===== config.mk =====
export PLATFORM = sky130hd
export DESIGN_NAME = music_sequence_event_decoder
export DESIGN_NICKNAME = d
export VERILOG_FILES = /design/src/hw/rtl/mused_pkg.sv /design/src/hw/rtl/mused_front.sv /design/src/hw/rtl/mused_queue.sv /design/src/hw/rtl/mused_back.sv /design/src/hw/rtl/music_sequence_event_decoder.sv
export SDC_FILE = /design/constraint.sdc
export NUM_CORES = 2
export LEC_CHECK = 0
export BUFFER_PORTS_ARGS = -buffer_cell sky130_fd_sc_hd__buf_2
export CORE_ASPECT_RATIO = 1.2
export CORE_MARGIN = 4
export CORE_UTILIZATION = 57
export DETAILED_ROUTE_END_ITERATION = 7
export PLACE_DENSITY = 0.74
export SYNTH_ARGS = -nofsm -noshare
export SYNTH_HDL_FRONTEND = slang
export SYNTH_SLANG_ARGS = --single-unit

===== constraint.sdc =====
create_clock -name clk -period 19.93 [get_ports clk]
set_input_delay 1.993 -clock clk [delete_from_list [all_inputs] [get_ports clk]]
set_output_delay 1.993 -clock clk [all_outputs]
set_load 0.005 [all_outputs]

===== src/hw/rtl/mused_pkg.sv =====
package mused_pkg;

  // Parser phase of the front end
  typedef enum logic [1:0] {
    PH_STATUS,
    PH_FLAG,
    PH_DUR,
    PH_ARGS
  } phase_t;

  // Back-end sequencer states
  typedef enum logic [2:0] {
    BK_IDLE,
    BK_MUL1,
    BK_MUL2,
    BK_FIN,
    BK_OUT
  } back_state_t;

  // Event kinds
  localparam logic [3:0] KIND_NOTE    = 4'd0;
  localparam logic [3:0] KIND_WAIT    = 4'd1;
  localparam logic [3:0] KIND_TEMPO   = 4'd2;
  localparam logic [3:0] KIND_PROGRAM = 4'd3;
  localparam logic [3:0] KIND_VOLUME  = 4'd4;
  localparam logic [3:0] KIND_EXPR    = 4'd5;
  localparam logic [3:0] KIND_PAN     = 4'd6;
  localparam logic [3:0] KIND_END     = 4'd7;
  localparam logic [3:0] KIND_OTHER   = 4'd8;
  localparam logic [3:0] KIND_UNKNOWN = 4'd9;

  // Opcodes with side effects
  localparam logic [7:0] OP_WAIT_REP   = 8'h90;
  localparam logic [7:0] OP_WAIT_DELTA = 8'h91;
  localparam logic [7:0] OP_WAIT8      = 8'h92;
  localparam logic [7:0] OP_WAIT16     = 8'h93;
  localparam logic [7:0] OP_WAIT24     = 8'h94;
  localparam logic [7:0] OP_END        = 8'h98;
  localparam logic [7:0] OP_OCT_SET    = 8'hA0;
  localparam logic [7:0] OP_OCT_ADD    = 8'hA1;
  localparam logic [7:0] OP_SCALE      = 8'hBC;

  // Reciprocal of 127 used for duration scaling
  localparam logic [25:0] RECIP_127      = 26'h2040811;
  localparam logic [25:0] WAIT_MAX       = 26'h3FFFFFF;
  localparam logic [23:0] NOTE_LEN_RESET = 24'd48;
  localparam logic [7:0]  SCALE_RESET    = 8'd127;
  localparam logic [7:0]  OCTAVE_RESET   = 8'd4;

  // Event queue
  localparam int QDEPTH = 4;
  localparam int QPTR_W = 2;
  localparam int QCNT_W = 3;

  typedef struct packed {
    logic [2:0] nargs;
    logic [3:0] kind;
  } op_info_t;

  // Decoded event handed from the front to the back
  typedef struct packed {
    logic [3:0]  kind;
    logic [7:0]  status;
    logic [7:0]  key;
    logic [6:0]  vel;
    logic [25:0] ticks;   // raw duration for notes, wait length otherwise
    logic [7:0]  scale;
    logic [7:0]  arg;
    logic [31:0] offset;
    logic [2:0]  nbytes;
    logic [31:0] etime;
  } ev_t;

  // Short-wait table
  function automatic logic [7:0] wait_len(input logic [3:0] idx);
    logic [7:0] r;
    unique case (idx)
      4'h0: r = 8'd96;
      4'h1: r = 8'd72;
      4'h2: r = 8'd64;
      4'h3: r = 8'd48;
      4'h4: r = 8'd36;
      4'h5: r = 8'd32;
      4'h6: r = 8'd24;
      4'h7: r = 8'd18;
      4'h8: r = 8'd16;
      4'h9: r = 8'd12;
      4'hA: r = 8'd9;
      4'hB: r = 8'd8;
      4'hC: r = 8'd6;
      4'hD: r = 8'd4;
      4'hE: r = 8'd3;
      4'hF: r = 8'd2;
    endcase
    return r;
  endfunction

  // Argument count and kind of a control opcode
  function automatic op_info_t op_info(input logic [7:0] op);
    op_info_t r;
    r.kind = KIND_OTHER;
    r.nargs = 3'd0;
    case (op)
      8'h90: begin r.kind = KIND_WAIT; r.nargs = 3'd0; end
      8'h91, 8'h92: begin r.kind = KIND_WAIT; r.nargs = 3'd1; end
      8'h93: begin r.kind = KIND_WAIT; r.nargs = 3'd2; end
      8'h94: begin r.kind = KIND_WAIT; r.nargs = 3'd3; end
      8'h98: begin r.kind = KIND_END; r.nargs = 3'd0; end
      8'hA4, 8'hA5: begin r.kind = KIND_TEMPO; r.nargs = 3'd1; end
      8'hAC: begin r.kind = KIND_PROGRAM; r.nargs = 3'd1; end
      8'hE0: begin r.kind = KIND_VOLUME; r.nargs = 3'd1; end
      8'hE3: begin r.kind = KIND_EXPR; r.nargs = 3'd1; end
      8'hE8: begin r.kind = KIND_PAN; r.nargs = 3'd1; end
      8'h99, 8'h9D, 8'h9E, 8'hB0, 8'hC0: r.nargs = 3'd0;
      8'h95, 8'h9C, 8'hA0, 8'hA1, 8'hA9, 8'hAA, 8'hAB, 8'hB1, 8'hB2, 8'hB3,
      8'hB5, 8'hB6, 8'hBC, 8'hBE, 8'hBF, 8'hC3, 8'hD0, 8'hD1, 8'hD2, 8'hDB,
      8'hDF, 8'hE7, 8'hEF, 8'hE1, 8'hE9, 8'hF6: r.nargs = 3'd1;
      8'hA8, 8'hB4, 8'hCB, 8'hD3, 8'hD5, 8'hD6, 8'hD7, 8'hD8, 8'hF2,
      8'hF8: r.nargs = 3'd2;
      8'hAF, 8'hD4, 8'hE2, 8'hEA, 8'hF3: r.nargs = 3'd3;
      8'hDD, 8'hE5, 8'hED, 8'hF1: r.nargs = 3'd4;
      8'hDC, 8'hE4, 8'hEC, 8'hF0: r.nargs = 3'd5;
      default: r.kind = KIND_UNKNOWN;
    endcase
    return r;
  endfunction

endpackage


===== src/hw/rtl/mused_front.sv =====
module mused_front #(
  parameter int TIME_BITS = 32
) (
  input  logic             clk,
  input  logic             rst,
  input  logic             byte_fire,
  input  logic [7:0]       in_byte,
  output logic             ev_push,
  output mused_pkg::ev_t   ev
);
  import mused_pkg::*;

  phase_t                 phase, phase_next;
  logic [7:0]             pending_status, pending_status_next;
  logic [2:0]             bytes_left, bytes_left_next;
  logic [23:0]            arg_accum, arg_accum_next;
  logic [3:0]             note_idx, note_idx_next;
  logic [7:0]             octave_now, octave_now_next;
  logic [23:0]            last_note_len, last_note_len_next;
  logic [25:0]            last_wait_len, last_wait_len_next;
  logic [7:0]             length_scale, length_scale_next;
  logic [TIME_BITS-1:0]   tick_clock, tick_clock_next;
  logic [31:0]            byte_position, byte_position_next;
  logic [31:0]            event_start, event_start_next;
  logic                   track_ended, track_ended_next;

  // Combinational decode scratch
  logic        do_op, do_note, do_tab;
  logic [7:0]  op_sel, a;
  logic [23:0] acc_sel, dur_sel;
  logic [3:0]  idx_sel;
  op_info_t    info;
  logic [2:0]  pos;
  logic [27:0] delta_sum;
  logic [25:0] f_ticks;
  logic [3:0]  f_kind;
  logic [7:0]  f_arg;
  logic [63:0] ticks_wide, clock_wide;

  // Byte parser
  always_comb begin
    phase_next = phase;
    pending_status_next = pending_status;
    bytes_left_next = bytes_left;
    arg_accum_next = arg_accum;
    note_idx_next = note_idx;
    octave_now_next = octave_now;
    last_note_len_next = last_note_len;
    last_wait_len_next = last_wait_len;
    length_scale_next = length_scale;
    tick_clock_next = tick_clock;
    byte_position_next = byte_position;
    event_start_next = event_start;
    track_ended_next = track_ended;
    do_op = 1'b0;
    do_note = 1'b0;
    do_tab = 1'b0;
    op_sel = pending_status;
    acc_sel = 24'd0;
    dur_sel = last_note_len;
    idx_sel = note_idx;
    pos = 3'd0;
    info = op_info(pending_status);
    if (byte_fire && !track_ended) begin
      byte_position_next = byte_position + 32'd1;
      unique case (phase)
        PH_STATUS: begin
          event_start_next = byte_position;
          pending_status_next = in_byte;
          arg_accum_next = 24'd0;
          op_sel = in_byte;
          info = op_info(in_byte);
          if (!in_byte[7]) begin
            phase_next = PH_FLAG;
          end else if (in_byte[7:4] == 4'h8) begin
            do_tab = 1'b1;
          end else if (info.nargs == 3'd0) begin
            do_op = 1'b1;
          end else begin
            bytes_left_next = info.nargs;
            phase_next = PH_ARGS;
          end
        end
        PH_FLAG: begin
          octave_now_next = octave_now + {6'd0, in_byte[5:4]} + 8'd254;
          note_idx_next = in_byte[3:0];
          idx_sel = in_byte[3:0];
          arg_accum_next = 24'd0;
          if (in_byte[7:6] == 2'd0) begin
            do_note = 1'b1;
          end else begin
            bytes_left_next = {1'b0, in_byte[7:6]};
            phase_next = PH_DUR;
          end
        end
        PH_DUR: begin
          dur_sel = {arg_accum[15:0], in_byte};
          arg_accum_next = dur_sel;
          bytes_left_next = bytes_left - 3'd1;
          if (bytes_left == 3'd1) begin
            last_note_len_next = dur_sel;
            do_note = 1'b1;
          end
        end
        PH_ARGS: begin
          pos = info.nargs - bytes_left;
          acc_sel = arg_accum;
          unique case (pos)
            3'd0: acc_sel[7:0] = in_byte;
            3'd1: acc_sel[15:8] = in_byte;
            3'd2: acc_sel[23:16] = in_byte;
            default: ;
          endcase
          arg_accum_next = acc_sel;
          bytes_left_next = bytes_left - 3'd1;
          if (bytes_left == 3'd1) do_op = 1'b1;
        end
      endcase
    end

    // Event completion
    a = acc_sel[7:0];
    f_ticks = 26'd0;
    f_kind = info.kind;
    f_arg = 8'd0;
    delta_sum = {2'b00, last_wait_len} + {{20{a[7]}}, a};
    if (do_tab) begin
      f_kind = KIND_WAIT;
      f_ticks = {18'd0, wait_len(in_byte[3:0])};
      last_wait_len_next = f_ticks;
    end else if (do_note) begin
      f_kind = KIND_NOTE;
      f_ticks = {2'b00, dur_sel};
    end else if (do_op) begin
      case (op_sel)
        OP_WAIT_REP: f_ticks = last_wait_len;
        OP_WAIT_DELTA: begin
          if (delta_sum[27]) f_ticks = 26'd0;
          else if (delta_sum[26]) f_ticks = WAIT_MAX;
          else f_ticks = delta_sum[25:0];
          last_wait_len_next = f_ticks;
        end
        OP_WAIT8, OP_WAIT16, OP_WAIT24: begin
          f_ticks = {2'b00, acc_sel};
          last_wait_len_next = f_ticks;
        end
        OP_END: track_ended_next = 1'b1;
        OP_OCT_SET: octave_now_next = a;
        OP_OCT_ADD: octave_now_next = octave_now + a;
        OP_SCALE: length_scale_next = a;
        default: ;
      endcase
      if (info.kind >= KIND_TEMPO && info.kind <= KIND_PAN) f_arg = a;
    end
    ticks_wide = 64'(f_ticks);
    if (do_tab || do_op) tick_clock_next = tick_clock + ticks_wide[TIME_BITS-1:0];
  end

  // Event record
  always_comb begin
    clock_wide = 64'(tick_clock);
    ev_push = do_tab || do_note || do_op;
    ev.kind = f_kind;
    ev.status = pending_status_next;
    ev.key = do_note ? 8'(octave_now_next * 8'd12 + {4'd0, idx_sel}) : 8'd0;
    ev.vel = do_note ? pending_status_next[6:0] : 7'd0;
    ev.ticks = f_ticks;
    ev.scale = length_scale;
    ev.arg = f_arg;
    ev.offset = event_start_next;
    ev.nbytes = 3'(byte_position - event_start_next + 32'd1);
    ev.etime = clock_wide[31:0];
  end

  // Parser state
  always_ff @(posedge clk) begin
    if (rst) begin
      phase <= PH_STATUS;
      pending_status <= 8'd0;
      bytes_left <= 3'd0;
      arg_accum <= 24'd0;
      note_idx <= 4'd0;
      octave_now <= OCTAVE_RESET;
      last_note_len <= NOTE_LEN_RESET;
      last_wait_len <= 26'd0;
      length_scale <= SCALE_RESET;
      tick_clock <= '0;
      byte_position <= 32'd0;
      event_start <= 32'd0;
      track_ended <= 1'b0;
    end else begin
      phase <= ev_push ? PH_STATUS : phase_next;
      pending_status <= pending_status_next;
      bytes_left <= ev_push ? 3'd0 : bytes_left_next;
      arg_accum <= arg_accum_next;
      note_idx <= note_idx_next;
      octave_now <= octave_now_next;
      last_note_len <= last_note_len_next;
      last_wait_len <= last_wait_len_next;
      length_scale <= length_scale_next;
      tick_clock <= tick_clock_next;
      byte_position <= byte_position_next;
      event_start <= event_start_next;
      track_ended <= track_ended_next;
    end
  end

`ifndef SYNTHESIS
  a_end_sticky: assert property (@(posedge clk) disable iff (rst)
    track_ended |=> track_ended) else $error("end flag cleared");
  a_mid_event_count: assert property (@(posedge clk) disable iff (rst)
    (phase == PH_DUR || phase == PH_ARGS) |-> bytes_left != 3'd0)
    else $error("argument phase with no bytes left");
  a_no_push_after_end: assert property (@(posedge clk) disable iff (rst)
    track_ended |-> !ev_push) else $error("event after end");
`endif

endmodule


===== src/hw/rtl/mused_queue.sv =====
module mused_queue (
  input  logic           clk,
  input  logic           rst,
  input  logic           push,
  input  mused_pkg::ev_t push_ev,
  output logic           full,
  input  logic           pop,
  output logic           valid,
  output mused_pkg::ev_t pop_ev
);
  import mused_pkg::*;

  ev_t                mem [QDEPTH];
  logic [QPTR_W-1:0]  wr_ptr, rd_ptr;
  logic [QCNT_W-1:0]  count;

  assign full = (count == QCNT_W'(QDEPTH));
  assign valid = (count != '0);
  assign pop_ev = mem[rd_ptr];

  // Entry storage
  always_ff @(posedge clk) begin
    if (push) mem[wr_ptr] <= push_ev;
  end

  // Pointers and fill count
  always_ff @(posedge clk) begin
    if (rst) begin
      wr_ptr <= '0;
      rd_ptr <= '0;
      count <= '0;
    end else begin
      if (push) wr_ptr <= wr_ptr + 1'b1;
      if (pop) rd_ptr <= rd_ptr + 1'b1;
      count <= count + QCNT_W'(push) - QCNT_W'(pop);
    end
  end

`ifndef SYNTHESIS
  a_no_overflow: assert property (@(posedge clk) disable iff (rst)
    push |-> !full || pop) else $error("queue overflow");
  a_no_underflow: assert property (@(posedge clk) disable iff (rst)
    pop |-> valid) else $error("queue underflow");
  a_count_grows: assert property (@(posedge clk) disable iff (rst)
    push && !pop |=> count == $past(count) + 1'b1) else $error("count mismatch");
`endif

endmodule


===== src/hw/rtl/mused_back.sv =====
module mused_back (
  input  logic           clk,
  input  logic           rst,
  input  logic           q_valid,
  input  mused_pkg::ev_t q_ev,
  output logic           q_pop,
  output logic           out_valid,
  input  logic           out_ready,
  output logic [3:0]     event_kind,
  output logic [7:0]     status_code,
  output logic [7:0]     note_key,
  output logic [6:0]     note_velocity,
  output logic [25:0]    ticks,
  output logic [7:0]     arg_value,
  output logic [31:0]    event_offset,
  output logic [2:0]     event_bytes,
  output logic [31:0]    event_time
);
  import mused_pkg::*;

  back_state_t state, state_next;
  ev_t         rec;
  logic [31:0] prod;
  logic [31:0] hi;
  logic [57:0] recip_prod;
  logic [31:0] fin_sum;
  logic [25:0] out_ticks;

  // Next state
  always_comb begin
    state_next = state;
    unique case (state)
      BK_IDLE: if (q_valid) state_next = BK_MUL1;
      BK_MUL1: state_next = BK_MUL2;
      BK_MUL2: state_next = BK_FIN;
      BK_FIN:  state_next = BK_OUT;
      BK_OUT:  if (out_ready) state_next = BK_IDLE;
      default: state_next = BK_IDLE;
    endcase
  end

  // Handshake outputs
  always_comb begin
    q_pop = (state == BK_IDLE) && q_valid;
    out_valid = (state == BK_OUT);
  end

  // Scale arithmetic: len * scale / 127 through the reciprocal
  assign recip_prod = 58'(prod) * 58'(RECIP_127);
  assign fin_sum = hi + ((prod - hi) >> 1);

  always_ff @(posedge clk) begin
    if (rst) state <= BK_IDLE;
    else state <= state_next;
  end

  // Datapath registers
  always_ff @(posedge clk) begin
    if (q_pop) rec <= q_ev;
    if (state == BK_MUL1) prod <= {8'd0, rec.ticks[23:0]} * {24'd0, rec.scale};
    if (state == BK_MUL2) hi <= {6'd0, recip_prod[57:32]};
    if (state == BK_FIN) out_ticks <= (rec.kind == KIND_NOTE) ? fin_sum[31:6] : rec.ticks;
  end

  assign event_kind = rec.kind;
  assign status_code = rec.status;
  assign note_key = rec.key;
  assign note_velocity = rec.vel;
  assign ticks = out_ticks;
  assign arg_value = rec.arg;
  assign event_offset = rec.offset;
  assign event_bytes = rec.nbytes;
  assign event_time = rec.etime;

`ifndef SYNTHESIS
  a_pop_idle: assert property (@(posedge clk) disable iff (rst)
    q_pop |-> state == BK_IDLE) else $error("pop outside idle");
  a_fin_to_out: assert property (@(posedge clk) disable iff (rst)
    $rose(out_valid) |-> $past(state) == BK_FIN) else $error("result skipped scaling");
  a_hold_out: assert property (@(posedge clk) disable iff (rst)
    state == BK_OUT && !out_ready |=> state == BK_OUT) else $error("result dropped");
`endif

endmodule


===== src/hw/rtl/music_sequence_event_decoder.sv =====
// Channel  | Handshake            | Payload
// input    | in_valid / in_ready  | in_byte
// output   | out_valid / out_ready| event_kind .. event_time
//
// One byte is parsed per clock; in_ready drops only while the 4-entry event
// queue is full. Each event passes in order through the back-end states (pop,
// two multiply stages for the duration scale, final add, output); the next
// is popped once the result is taken. Reset (rst, synchronous) returns the
// parser to its power-on state and empties the queue; a stalled result holds.
module music_sequence_event_decoder #(
  parameter int TIME_BITS = 32
) (
  input  logic        clk,
  input  logic        rst,
  input  logic        in_valid,
  output logic        in_ready,
  input  logic [7:0]  in_byte,
  output logic        out_valid,
  input  logic        out_ready,
  output logic [3:0]  event_kind,
  output logic [7:0]  status_code,
  output logic [7:0]  note_key,
  output logic [6:0]  note_velocity,
  output logic [25:0] ticks,
  output logic [7:0]  arg_value,
  output logic [31:0] event_offset,
  output logic [2:0]  event_bytes,
  output logic [31:0] event_time
);
  import mused_pkg::*;

  logic ev_push, q_full, q_pop, q_valid;
  ev_t  push_ev, pop_ev;

  assign in_ready = !q_full;

  // Parser
  mused_front #(.TIME_BITS(TIME_BITS)) u_front (
    .clk       (clk),
    .rst       (rst),
    .byte_fire (in_valid && in_ready),
    .in_byte   (in_byte),
    .ev_push   (ev_push),
    .ev        (push_ev)
  );

  // Event queue
  mused_queue u_queue (
    .clk     (clk),
    .rst     (rst),
    .push    (ev_push),
    .push_ev (push_ev),
    .full    (q_full),
    .pop     (q_pop),
    .valid   (q_valid),
    .pop_ev  (pop_ev)
  );

  // Duration scaling and result register
  mused_back u_back (
    .clk           (clk),
    .rst           (rst),
    .q_valid       (q_valid),
    .q_ev          (pop_ev),
    .q_pop         (q_pop),
    .out_valid     (out_valid),
    .out_ready     (out_ready),
    .event_kind    (event_kind),
    .status_code   (status_code),
    .note_key      (note_key),
    .note_velocity (note_velocity),
    .ticks         (ticks),
    .arg_value     (arg_value),
    .event_offset  (event_offset),
    .event_bytes   (event_bytes),
    .event_time    (event_time)
  );

endmodule


==> flow_summary.html <==
<table>
<tr><th>Metric</th><th>Value</th></tr>
<tr><th colspan="2">Outcome</th></tr>
<tr><td>Status</td><td>complete, no violations</td></tr>
<tr><th colspan="2">Synth</th></tr>
<tr><td>Fraction of synthesis flops using an asynchronous set or reset pin</td><td>0</td></tr>
<tr><td>#FFs+latches synth</td><td>976</td></tr>
<tr><td>Avg Synthesized Cell Area</td><td>roughly 12 um^2</td></tr>
<tr><td>EDFF count, synth</td><td>764</td></tr>
<tr><td>Cell area after technology mapping</td><td>54,900 um^2</td></tr>
<tr><td>Syn. warnings</td><td>0</td></tr>
<tr><td>Most frequently used flop master after synthesis</td><td>edfxtp_1</td></tr>
<tr><td>Gate count of the mapped netlist</td><td>4,584</td></tr>
<tr><td>Syn Nets</td><td>around 5,200</td></tr>
<tr><td>Sequential-to-total area share from yosys stat</td><td>0.495</td></tr>
<tr><td>Distinct cells, synth</td><td>99</td></tr>
<tr><th colspan="2">Routing</th></tr>
<tr><td>Total DRC errors in the routed layout</td><td>0</td></tr>
<tr><td>Total Wirelength</td><td>132 mm</td></tr>
<tr><td>DR iter-0 viols</td><td>around 2,800</td></tr>
<tr><td>Remaining number of nets flagged by the antenna check after routing</td><td>0</td></tr>
<tr><td>Routed len/inst</td><td>22.3 um</td></tr>
<tr><td>Total number of vias</td><td>about 36,000</td></tr>
<tr><td>Number of search-and-repair iterations in the first detailed-routing pass</td><td>6</td></tr>
<tr><td>Detail-routed via count per cell</td><td>about 6.1</td></tr>
<tr><th colspan="2">Timing</th></tr>
<tr><td>Setup repair after global routing missed its margin</td><td>false</td></tr>
<tr><td>Post-Route Hold Slack</td><td>0.452 ns</td></tr>
<tr><td>Total negative slack</td><td>0 ns</td></tr>
<tr><td>Worst rel slew slack</td><td>0.203</td></tr>
<tr><td>Final setup violation count</td><td>0</td></tr>
<tr><td>Pins over their slew limit</td><td>0</td></tr>
<tr><td>Max Freq</td><td>about 90 MHz</td></tr>
<tr><td>Worst setup margin</td><td>8.82 ns</td></tr>
<tr><td>Largest clock skew in the final design</td><td>0.0412 ns</td></tr>
<tr><td>Actual transition at the worst max-transition pin</td><td>~1.2 ns</td></tr>
<tr><td>Period minus WS final</td><td>11.11 ns</td></tr>
<tr><td>Final clock period utilization by the worst path</td><td>0.558</td></tr>
<tr><td>Final hold violation count</td><td>0</td></tr>
<tr><th colspan="2">Setup path</th></tr>
<tr><td>Most common cell on crit path</td><td>a21oi_1</td></tr>
<tr><td>Crit-path max cell delay</td><td>0.86 ns</td></tr>
<tr><td>Destination of the worst register-to-register timing path</td><td>u_front.tick_clock[16]</td></tr>
<tr><td>Bufs and invs on worst path</td><td>3</td></tr>
<tr><td>Critical Path AT</td><td>11.66 ns</td></tr>
<tr><td>Path depth of the worst reg2reg path</td><td>41</td></tr>
<tr><td>Kind of cell adding the most delay to the critical path</td><td>compound AO/OA/AOI/OAI gates</td></tr>
<tr><td>Maximum fanout along the worst path</td><td>24</td></tr>
<tr><td>Slack of the worst reg-to-reg path</td><td>just under 9 ns</td></tr>
<tr><td>Source of the worst register-to-register timing path</td><td>u_front.pending_status[3]</td></tr>
<tr><td>Worst-path cell with the longest stage delay</td><td>dfxtp_1</td></tr>
<tr><td>Required time at the worst-slack endpoint</td><td>20.48 ns</td></tr>
<tr><td>CP Capture Type</td><td>flop</td></tr>
<tr><td>Crit path launch type</td><td>flop</td></tr>
<tr><td>Crit path kind</td><td>flop to flop</td></tr>
<tr><th colspan="2">Global route</th></tr>
<tr><td>Global Route Usage Sum</td><td>0.259</td></tr>
<tr><td>Pin count of the biggest net entering global routing</td><td>between 90 and 100</td></tr>
<tr><td>Met3 track demand over resource</td><td>0.0325</td></tr>
<tr><td>Initial antenna violation count</td><td>1</td></tr>
<tr><td>Global-route wire length before repair</td><td>207 mm</td></tr>
<tr><td>Via count of the first global-routing pass</td><td>36,600</td></tr>
<tr><td>Leftover overflow at the end of global routing</td><td>0</td></tr>
<tr><td>Layer carrying the most global-route usage</td><td>met2</td></tr>
<tr><td>GR Util met2</td><td>0.461</td></tr>
<tr><td>Global-route met1 utilization</td><td>0.317</td></tr>
<tr><th colspan="2">Die</th></tr>
<tr><td>Overall die width</td><td>291 um</td></tr>
<tr><td>Die Area</td><td>between 100,000 and 150,000 um^2</td></tr>
<tr><td>Number of core rows</td><td>roughly 120</td></tr>
<tr><td>Core ar.</td><td>95,400 um^2</td></tr>
<tr><td>Die height</td><td>348 um</td></tr>
<tr><td>I/O pin count</td><td>142</td></tr>
<tr><td>Starting density of the core</td><td>0.576</td></tr>
<tr><th colspan="2">Clock tree</th></tr>
<tr><td>Num Clock Sinks</td><td>976</td></tr>
<tr><td>Setup fix buffers added after clock tree synthesis</td><td>0</td></tr>
<tr><td>Clock insertion delay at the later pin of the skew report</td><td>0.68 ns</td></tr>
<tr><td>Clock buffers created by TritonCTS</td><td>95</td></tr>
<tr><td>Root Driver</td><td>clkbuf_16</td></tr>
<tr><td>Hold_buf cts</td><td>0</td></tr>
<tr><td>H-tree level count</td><td>3</td></tr>
<tr><td>Clock-pin slew on the worst setup and hold paths</td><td>~0.06 ns</td></tr>
<tr><td>Total of cells resized after clock tree synthesis</td><td>0</td></tr>
<tr><td>Clock Path Buffers</td><td>3</td></tr>
<tr><td>Clock tree from TritonCTS</td><td>yes</td></tr>
<tr><th colspan="2">Finish</th></tr>
<tr><td>Diode count</td><td>0</td></tr>
<tr><td>Fraction of final layout cells sized beyond drive strength 1</td><td>0.117</td></tr>
<tr><td>Area Overhead vs Synth</td><td>8.11%</td></tr>
<tr><td>Layout filler cell count</td><td>7,233</td></tr>
<tr><td>Number of nets in the layout</td><td>5,124</td></tr>
<tr><th colspan="2">Placed design</th></tr>
<tr><td>Worst setup timing slack at the placement stage</td><td>9.12 ns</td></tr>
<tr><td>Dpl hpwl</td><td>between 90 and 100 mm</td></tr>
<tr><td># port buffers</td><td>141</td></tr>
<tr><td>Final weighted congestion in routability-driven placement</td><td>approximately 0.94</td></tr>
<tr><th colspan="2">Hold path</th></tr>
<tr><td>Worst hold path class</td><td>flop to flop</td></tr>
<tr><td>Hold Path Stages</td><td>2</td></tr>
<tr><td>Hold-critical path endpoint</td><td>u_front.last_note_len[10]</td></tr>
<tr><td>Worst hold path startpoint</td><td>u_front.last_note_len[10]</td></tr>
<tr><th colspan="2">Job</th></tr>
<tr><td>Max-cap check violation count</td><td>0</td></tr>
</table>
==> placed cells by master (no fill, tap or decap), types with 68 or more instances in the layout <==
cell and instances:
o21ai_0 115, a21oi_1 257, ha_1 366, and2_1 113, xor2_1 68, a21o_1 69, nor2b_1 82, clkbuf_16 96
dfxtp_1 210, mux4_2 136, xnor2_1 123, fa_1 189, buf_2 140, nor2_1 267, inv_1 332, edfxtp_1 764
nand2_1 446
==> metrics by stage <==
step,cell area [um^2],std cells,utilization
floorplan,54900,4584,-
global placement,56000,5720,0.587
detailed placement,56000,5720,0.587
CTS,59400,5900,0.622
global route,59400,5900,0.622
finish,59400,5900,0.622
==> cells in the mapped netlist, types with 54 or more instances <==
| cell | number | area [um^2] |
|---|---|---|
| o21ai_0 | 115 | 576 |
| a21o_1 | 69 | 518 |
| clkbuf_1 | 154 | 578 |
| dfxtp_1 | 212 | 4240 |
| mux2i_1 | 54 | 541 |
| and2_1 | 117 | 732 |
| fa_1 | 189 | 3780 |
| nand3_1 | 67 | 335 |
| xor2_1 | 68 | 596 |
| nand2_1 | 446 | 1670 |
| edfxtp_1 | 764 | 22900 |
| a21oi_1 | 258 | 1290 |
| nor2b_1 | 83 | 519 |
| buf_4 | 105 | 788 |
| mux4_2 | 136 | 3060 |
| nor2_1 | 268 | 1010 |
| xnor2_1 | 123 | 1080 |
| ha_1 | 366 | 4580 |
| inv_1 | 332 | 1250 |
==> area by class of cell <==
| cell class | instances | area, um^2 | share of cell area |
|---|---|---|---|
| repair buffers | 186 | 1060 | 0.0179 |
| inverters | 333 | 1250 | 0.0211 |
| clock buffers | 115 | 2570 | 0.0434 |
| well taps | 1260 | 1580 | 0.0266 |
| multi-input cells | 2965 | 24900 | 0.420 |
| flip-flops and latches | 976 | 27200 | 0.458 |
| clock inverters | 65 | 786 | 0.0132 |
==> logic make-up (layout without fill, tap and decap cells) <==
group,Yosys count,after routing,share of synthesized area
compound gates,796,796,0.0945
xor+xnor,192,192,0.0308
fa+ha+maj,556,556,0.152
buf+inv,643,699,0.0522
flops,976,976,0.495
mux,202,202,0.0684
simple gates,1219,1219,0.107
==> layer usage <==
layer	part of all wire	routed length, um	up-vias
met5	0	0	-
met4	0.050	6610	0
met3	0.055	7200	340
met2	0.51	67100	1213
met1	0.39	50700	17900
li1	-	-	16400
==> state kept, by name, summed over array words and instances, names as in the netlist, 24 cells and up <==
register               cells
u_back.hi                 26
u_back.ticks              26
u_front.arg_accum         24
u_back.event_time         32
u_front.event_start       32
u_back.rec                34
u_front.byte_position     32
u_front.tick_clock        32
u_front.last_note_len     24
u_back.event_offset       32
u_front.last_wait_len     26
u_back.prod               32
u_queue.mem              544
==> worst min-delay path: cells and delay by family, from the launching register on <==
| family | cells | cell delay [ns] |
|---|---|---|
| flops | 1 | 0.31 |
| simple gates | 1 | 0.05 |
| compound gates | 1 | 0.05 |
==> worst max path at each step <==
| stage | startpoint | cells past startpoint | slack (ns) | to |
|---|---|---|---|---|
| after floorplan | u_back.state[0] | 9 | 3.50 | u_queue.count[2] |
| after detailed placement | u_front.pending_status[3] | 39 | 9.12 | u_front.tick_clock[30] |
| after global routing | u_front.pending_status[3] | 41 | 7.84 | u_front.tick_clock[28] |
| final | u_front.pending_status[3] | 41 | 8.82 | u_front.tick_clock[16] |
| after global placement | u_front.pending_status[3] | 38 | 9.36 | u_front.tick_clock[30] |
| after CTS | u_front.pending_status[3] | 39 | 9.08 | u_front.tick_clock[30] |
Power is not shown: default switching activity piles up to over one toggle a cycle in this logic, so the estimate is an artifact.
